### config.mk
export PLATFORM = sky130hd
export DESIGN_NAME = gcd_lcm_arith_unit
export DESIGN_NICKNAME = d
export VERILOG_FILES = /design/src/rtl/core/gla_pkg.sv /design/src/rtl/core/gcd_lcm_arith_unit.sv /design/src/rtl/core/gla_divider.sv
export SDC_FILE = /design/constraint.sdc
export NUM_CORES = 2
export LEC_CHECK = 0
export BUFFER_PORTS_ARGS = -buffer_cell sky130_fd_sc_hd__buf_2
export CAP_MARGIN = 20
export CORE_MARGIN = 2
export CORE_UTILIZATION = 40
export DETAILED_ROUTE_END_ITERATION = 10
export PLACE_DENSITY = 0.56
export SYNTH_ARGS = -nofsm -noshare
export SYNTH_HDL_FRONTEND = slang
export SYNTH_HIERARCHICAL = 1
export SYNTH_SLANG_ARGS = --single-unit
### constraint.sdc
create_clock -name i_clk -period 8.96 [get_ports i_clk]
set_clock_uncertainty 0.1 [all_clocks]
set_input_delay 0 -clock i_clk [delete_from_list [all_inputs] [get_ports i_clk]]
set_output_delay 0 -clock i_clk [all_outputs]
set_load 0.01 [all_outputs]
### src/rtl/core/gla_pkg.sv
// gla_pkg: opcodes, status codes and result width for the GCD/LCM arithmetic unit.
// No dependencies.
`default_nettype none
package gla_pkg;
    localparam int RESULT_WIDTH = 62;
    localparam int STATUS_WIDTH = 2;
    localparam int OPC_WIDTH    = 3;

    localparam logic [OPC_WIDTH-1:0] OPC_ADD  = 3'd0;
    localparam logic [OPC_WIDTH-1:0] OPC_ABSD = 3'd1;
    localparam logic [OPC_WIDTH-1:0] OPC_MUL  = 3'd2;
    localparam logic [OPC_WIDTH-1:0] OPC_DIV  = 3'd3;
    localparam logic [OPC_WIDTH-1:0] OPC_LCM  = 3'd4;
    localparam logic [OPC_WIDTH-1:0] OPC_GCD  = 3'd5;

    localparam logic [STATUS_WIDTH-1:0] ST_OK       = 2'd0;
    localparam logic [STATUS_WIDTH-1:0] ST_DIV_ZERO = 2'd1;
    localparam logic [STATUS_WIDTH-1:0] ST_LCM_ZERO = 2'd2;

    // Saturated maximum of the result field
    localparam logic [RESULT_WIDTH-1:0] RESULT_MAX = {RESULT_WIDTH{1'b1}};
endpackage
`default_nettype wire

### src/rtl/core/gcd_lcm_arith_unit.sv
// gcd_lcm_arith_unit: integer add/absdiff/mul/div/lcm/gcd with a shared divider.
// Depends on gla_pkg and gla_divider.
//
// channel | dir | fields (low bit first)
// s_axis  | in  | tdata: first_operand, second_operand, zero pad; tuser: req_type
// m_axis  | out | tdata: result_value, zero pad; tuser: status_code
//
// Add, absdiff, multiply: result computed in S_DISP and presented in S_OUT.
// Divide: one pass of the shared divider in S_DIV. GCD: one divider pass per
// Euclid step, the step count set by the operands; LCM adds one divide and a
// multiply step. After the output transfer the unit goes back to S_IDLE, where
// ready is raised again. Reset is synchronous, active low; not ready while an
// item is in work or while a result waits for m_axis_tready.
`default_nettype none
module gcd_lcm_arith_unit
    import gla_pkg::*;
#(
    parameter int OPERAND_WIDTH = 31
) (
    input  wire logic i_clk,
    input  wire logic i_rst_n,
    input  wire logic s_axis_tvalid,
    output logic      s_axis_tready,
    // first_operand, second_operand
    input  wire logic [((2*OPERAND_WIDTH+7)/8)*8-1:0] s_axis_tdata,
    // req_type
    input  wire logic [OPC_WIDTH-1:0] s_axis_tuser,
    output logic      m_axis_tvalid,
    input  wire logic m_axis_tready,
    // result_value
    output logic [63:0] m_axis_tdata,
    // status_code
    output logic [STATUS_WIDTH-1:0] m_axis_tuser
);
    localparam int W = OPERAND_WIDTH;
    localparam int PW = 2 * W;

    localparam logic [2:0] S_IDLE = 3'd0, S_DISP = 3'd1, S_DIV = 3'd2,
                           S_GCD = 3'd3, S_LDIV = 3'd4, S_MUL = 3'd5, S_OUT = 3'd6;

    logic [2:0]           r_st;
    logic [OPC_WIDTH-1:0] r_op;
    logic [W-1:0]         r_a, r_b, r_x, r_y;
    logic [RESULT_WIDTH-1:0] r_res;
    logic [STATUS_WIDTH-1:0] r_stat;
    logic                 r_dstart;
    logic                 w_done;
    logic [W-1:0]         w_quot, w_rem, w_big, w_small;
    logic [PW-1:0]        w_prod;
    logic [PW:0]          w_sum;

    assign w_big   = (r_a > r_b) ? r_a : r_b;
    assign w_small = (r_a > r_b) ? r_b : r_a;
    assign w_sum   = {1'b0, r_a} + {1'b0, r_b} + (PW+1)'(0);

    gla_divider #(.W(W)) u_div (
        .i_clk(i_clk), .i_rst_n(i_rst_n), .i_start(r_dstart),
        .i_dividend(r_x), .i_divisor(r_y),
        .o_done(w_done), .o_quot(w_quot), .o_rem(w_rem)
    );

    // one multiplier; in LCM r_x holds a/gcd
    assign w_prod = ((r_op == OPC_LCM) ? r_x : r_a) * r_b;

    function automatic logic [RESULT_WIDTH-1:0] sat(input logic [PW:0] v);
        if ((PW + 1) > RESULT_WIDTH && (v >> RESULT_WIDTH) != '0) return RESULT_MAX;
        return RESULT_WIDTH'(v);
    endfunction

    assign s_axis_tready = (r_st == S_IDLE);
    assign m_axis_tvalid = (r_st == S_OUT);
    assign m_axis_tdata  = {2'b00, r_res};
    assign m_axis_tuser  = r_stat;

    always_ff @(posedge i_clk) begin
        if (!i_rst_n) begin
            r_st     <= S_IDLE;
            r_dstart <= 1'b0;
        end else begin
            r_dstart <= 1'b0;
            case (r_st)
                S_IDLE: if (s_axis_tvalid) begin
                    r_op <= s_axis_tuser;
                    r_a  <= s_axis_tdata[W-1:0];
                    r_b  <= s_axis_tdata[2*W-1:W];
                    r_st <= S_DISP;
                end
                S_DISP: begin
                    r_stat <= ST_OK;
                    r_res  <= '0;
                    r_st   <= S_OUT;
                    case (r_op)
                        OPC_ADD:  r_res <= sat(w_sum);
                        OPC_ABSD: r_res <= RESULT_WIDTH'(w_big - w_small);
                        OPC_MUL:  r_res <= sat({1'b0, w_prod});
                        OPC_DIV: begin
                            if (w_small == '0) r_stat <= ST_DIV_ZERO;
                            else begin
                                r_x <= w_big; r_y <= w_small;
                                r_dstart <= 1'b1; r_st <= S_DIV;
                            end
                        end
                        OPC_LCM, OPC_GCD: begin
                            if (w_small == '0) begin
                                if (r_op == OPC_LCM) r_stat <= ST_LCM_ZERO;
                                else r_res <= RESULT_WIDTH'(1);
                            end else begin
                                r_x <= r_a; r_y <= r_b;
                                r_dstart <= 1'b1; r_st <= S_GCD;
                            end
                        end
                        default: ;
                    endcase
                end
                S_DIV: if (w_done) begin
                    r_res <= RESULT_WIDTH'(w_quot);
                    r_st  <= S_OUT;
                end
                // Euclid: x,y <- y, x mod y
                S_GCD: if (w_done) begin
                    if (w_rem == '0) begin
                        if (r_op == OPC_GCD) begin
                            r_res <= RESULT_WIDTH'(r_y);
                            r_st  <= S_OUT;
                        end else begin
                            r_x <= r_a; r_dstart <= 1'b1; r_st <= S_LDIV;
                        end
                    end else begin
                        r_x <= r_y; r_y <= w_rem; r_dstart <= 1'b1;
                    end
                end
                S_LDIV: if (w_done) begin
                    r_x  <= w_quot;
                    r_st <= S_MUL;
                end
                S_MUL: begin
                    r_res <= sat({1'b0, w_prod});
                    r_st  <= S_OUT;
                end
                S_OUT: if (m_axis_tready) r_st <= S_IDLE;
                default: r_st <= S_IDLE;
            endcase
        end
    end

    // error status always carries a zero result
    a_err_zero: assert property (@(posedge i_clk) disable iff (!i_rst_n)
        m_axis_tvalid && m_axis_tuser != ST_OK |-> m_axis_tdata == '0)
        else $error("error result not zero");
    // divider only started from an operating state
    a_start: assert property (@(posedge i_clk) disable iff (!i_rst_n)
        r_dstart |-> (r_st == S_DIV || r_st == S_GCD || r_st == S_LDIV))
        else $error("divider started out of sequence");
    // never ready while holding a result
    a_excl: assert property (@(posedge i_clk) disable iff (!i_rst_n)
        !(s_axis_tready && m_axis_tvalid))
        else $error("ready while result pending");
endmodule
`default_nettype wire

### src/rtl/core/gla_divider.sv
// gla_divider: restoring bit-serial divider, one quotient bit per cycle.
// Depends on nothing but its parameter; used by gcd_lcm_arith_unit.
`default_nettype none
module gla_divider #(
    parameter int W = 31
) (
    input  wire logic         i_clk,
    input  wire logic         i_rst_n,
    input  wire logic         i_start,
    input  wire logic [W-1:0] i_dividend,
    input  wire logic [W-1:0] i_divisor,
    output logic              o_done,
    output logic [W-1:0]      o_quot,
    output logic [W-1:0]      o_rem
);
    localparam int CW = $clog2(W + 1);

    logic [CW-1:0] r_cnt;
    logic          r_busy;
    logic [W-1:0]  r_q, r_d;
    logic [W:0]    r_r;
    logic [W:0]    w_sh;
    logic [W:0]    w_diff;

    // shift in next dividend bit and trial subtract
    assign w_sh   = {r_r[W-1:0], r_q[W-1]};
    assign w_diff = w_sh - {1'b0, r_d};

    always_ff @(posedge i_clk) begin
        if (!i_rst_n) begin
            r_busy <= 1'b0;
            o_done <= 1'b0;
            r_cnt  <= '0;
        end else begin
            o_done <= 1'b0;
            if (i_start) begin
                r_busy <= 1'b1;
                r_cnt  <= CW'(W);
            end else if (r_busy) begin
                r_cnt <= r_cnt - CW'(1);
                if (r_cnt == CW'(1)) begin
                    r_busy <= 1'b0;
                    o_done <= 1'b1;
                end
            end
        end
    end

    always_ff @(posedge i_clk) begin
        if (i_start) begin
            r_q <= i_dividend;
            r_d <= i_divisor;
            r_r <= '0;
        end else if (r_busy) begin
            if (!w_diff[W]) begin
                r_r <= w_diff;
                r_q <= {r_q[W-2:0], 1'b1};
            end else begin
                r_r <= w_sh;
                r_q <= {r_q[W-2:0], 1'b0};
            end
        end
    end

    assign o_quot = r_q;
    assign o_rem  = r_r[W-1:0];
endmodule
`default_nettype wire
==> impl_metrics.json <==
{
  "synth_area_per_cell_um2": 9.14,
  "fp.coreArea_mm2": 0.123,
  "grt_pass1_vias": 43400,
  "place_congestion": 1.01,
  "worstSetupPathType": "reg2reg",
  "end_kind": "flip-flop",
  "final_layout_size_suffix_gt1_frac": 0.166,
  "startpoint_type": "flip-flop",
  "yosysTopAreaCell": "fa_1",
  "seq_area_frac_synth": 0.170,
  "synth_cell_types": 100,
  "synth_ff_type": "edfxtp_1",
  "worst_r2r_path_depth": 34,
  "slew_headroom": 0.247,
  "insertion_delay_ns": 0.63,
  "wl_per_cell_um": 25.0,
  "r2r_setup_slack_ns": 0.07,
  "dpl.hpwl_um": 152000,
  "synth_edf_count": 253,
  "layout_commonest_cell": "inv_1",
  "fin_crit_sh": 0.993,
  "slowest_stage": "fa_1",
  "clock_path_buffers": 3,
  "grt_pass1_wl_um": 283000,
  "grt.overflow.total": 0,
  "ys_seq_elements": 295,
  "highest_layer": "met5",
  "cp_max_fo": 7,
  "start_util": 0.403,
  "rsz0062_at_grt": "true",
  "drt-total-wl_um": 190000,
  "synthArstFlopShare": 0,
  "via_count": 42100,
  "cts_max_level": 2,
  "track_usage": 0.301,
  "r2r_start": "r_op[1]",
  "dp_cells": 7351,
  "dieArea_mm2": 0.127,
  "cp.arrival_ns": 9.12,
  "crit_required_ns": 9.19,
  "drt_drc_violations_left": 0,
  "critPathLaunch": "r_op[1]",
  "grt_antenna_before_repair": 11,
  "worst_pin_slew_ns": 1.13,
  "drv_cap": 0,
  "first_pass_iters": 6,
  "holdWs_ns": 0.00575,
  "holdCritPathClass": "in2reg",
  "fillers": 11800,
  "critPathMaxStageDelay_ns": 0.62,
  "clk_pin_slew_ns": 0.06,
  "finalCriticalPeriod_ns": 8.89,
  "dr_wl_met3_um": 14500,
  "cp-endpoint": "r_res[49]",
  "outcome": "completed",
  "hold_viol_final": 0,
  "synth_top_area_frac": 0.338,
  "clock.fmax_mhz": 112,
  "syn-instance-count": 5441,
  "netlist_area_mm2": 0.0497,
  "drt_iter0_markers": 3556,
  "finalNonFillerCells": 7604,
  "via_per_inst": 5.54,
  "portBuffers": 134,
  "cts_tree": "built",
  "syn2layout_area_growth_pct": 19.6,
  "setup_viol": 0,
  "clock-root-buffer": "clkbuf_16",
  "cts_buffers": 38,
  "nets": 7195,
  "yosys_warnings": 6,
  "die_h_um": 357,
  "rows": 129,
  "cp_common_cell": "fa_1",
  "layout_common_cells": "850 x inv_1, 798 x fa_1, 719 x nand2_1",
  "postRouteAntennaNets": 0,
  "slew_viol_final": 0,
  "clock_sinks": 295,
  "grt_max_degree": 95,
  "wl_met2_um": 87500,
  "m1WireLength_um": 75900,
  "ioPinCount": 139,
  "chipWidth_um": 357,
  "synth_area_leaders": "fa_1 34%, edfxtp_1 15%, ha_1 8.8%",
  "r2r-end": "r_res[49]"
}
## metrics by stage
stage,worst slack (ns),setup TNS (ns),cell area (um2),util
3_5_place_dp,-1.06,-8.51,55300,0.448
2_1_floorplan,0.00345,0,49800,-
5_1_grt,-0.168,-1.32,59500,0.482
3_3_place_gp,-1.13,-9.18,55300,0.448
4_1_cts,-0.0242,-0.0242,58200,0.471
6_report,0.0657,0,59500,0.482
## cell usage after synthesis (6+ instances only)
| master | number |
|---|---|
| nor4_1 | 29 |
| nor2b_1 | 36 |
| a21boi_0 | 7 |
| ha_1 | 351 |
| fa_1 | 839 |
| nor3_1 | 41 |
| xor2_1 | 41 |
| o21ai_0 | 116 |
| and2_1 | 114 |
| mux2i_1 | 134 |
| o21a_1 | 25 |
| dfxtp_1 | 42 |
| a311oi_1 | 6 |
| a221oi_1 | 9 |
| clkbuf_1 | 277 |
| nand2b_1 | 43 |
| a222oi_1 | 16 |
| o21bai_1 | 12 |
| a22oi_1 | 13 |
| buf_1 | 7 |
| or3_1 | 14 |
| nand3b_1 | 9 |
| clkinv_1 | 6 |
| o21ai_1 | 39 |
| o31ai_1 | 16 |
| a31oi_1 | 46 |
| nor2_1 | 581 |
| nand3_1 | 23 |
| a21oi_1 | 170 |
| mux2_2 | 64 |
| o22ai_1 | 33 |
| edfxtp_1 | 253 |
| o211ai_1 | 29 |
| nand4_1 | 30 |
| buf_2 | 20 |
| a211oi_1 | 40 |
| a21o_1 | 58 |
| nand2_1 | 728 |
| inv_1 | 863 |
| and3_1 | 16 |
| xnor2_1 | 77 |
| o221ai_1 | 45 |
## timing repair
action                                 in CTS  in global routing
setup endpoints to repair                  27                 33
endpoints found under the hold margin      89                  0
gates resized for setup                    42                211
setup buffers                               7                 56
hold buffers                              118                  0
pin swaps                                  13                162
gates cloned                                2                  0
## worst min-delay path by stage
| stage | startpoint | end | slack, ns | depth (start not counted) |
|---|---|---|---|---|
| floorplan | s_axis_tdata[0] | r_a[0] | -0.001 | 0 |
| global placement | s_axis_tdata[20] | r_a[20] | 0.08 | 1 |
| detailed placement | s_axis_tdata[59] | r_b[28] | 0.08 | 1 |
| CTS | s_axis_tvalid | r_a[16] | 0.00002 | 2 |
| global route | s_axis_tdata[12] | r_a[12] | 0.009 | 2 |
| finish | s_axis_tdata[12] | r_a[12] | 0.006 | 2 |
## cell type report
type,instances,area (um2),share of cell area
multi-input cells,3964,37900,0.636
flip-flops and latches,295,8440,0.142
repair buffers,765,6520,0.110
inverters,870,3270,0.0549
well taps,1637,2050,0.0344
clock buffers,45,987,0.0166
clock inverters,24,363,0.00610
diodes,4,10.0,0.000168
## worst max-delay path: cells and delay by family (launching register included)
kind	cells	cell delay, ns
compound gates	8	1.40
xor+xnor	1	0.16
fa+ha+maj	9	4.15
buf+inv	9	1.14
flops	1	0.39
mux	1	0.23
simple gates	6	1.02
## routing by layer
| metal | up-vias | global-route usage |
|---|---|---|
| met5 | - | 0 |
| met4 | 10 | 0.160 |
| met2 | 1782 | 0.484 |
| met3 | 450 | 0.0457 |
| li1 | 18500 | - |
| met1 | 21300 | 0.393 |
## cells by family after synthesis
logic type,share of synthesized area
adders and majority gates,0.426
DFF,0.170
AOI/OAI and AO/OA,0.104
xor gates and xnor gates,0.0213
buffers and inverters,0.0908
muxes,0.0417
and+or+nand+nor,0.146
other,0.0000754
## registers in the layout, summed over array words and instances (netlist names), 5 cells and up
signal and count:
u_div/o_quot 31, u_div/r_r 31, r_b 31, r_res 62, r_a 31, r_y 31, u_div/r_cnt 5, u_div/r_d 31
r_x 31
Power is not shown: default switching activity piles up to over one toggle a cycle in this logic, so the estimate is an artifact.
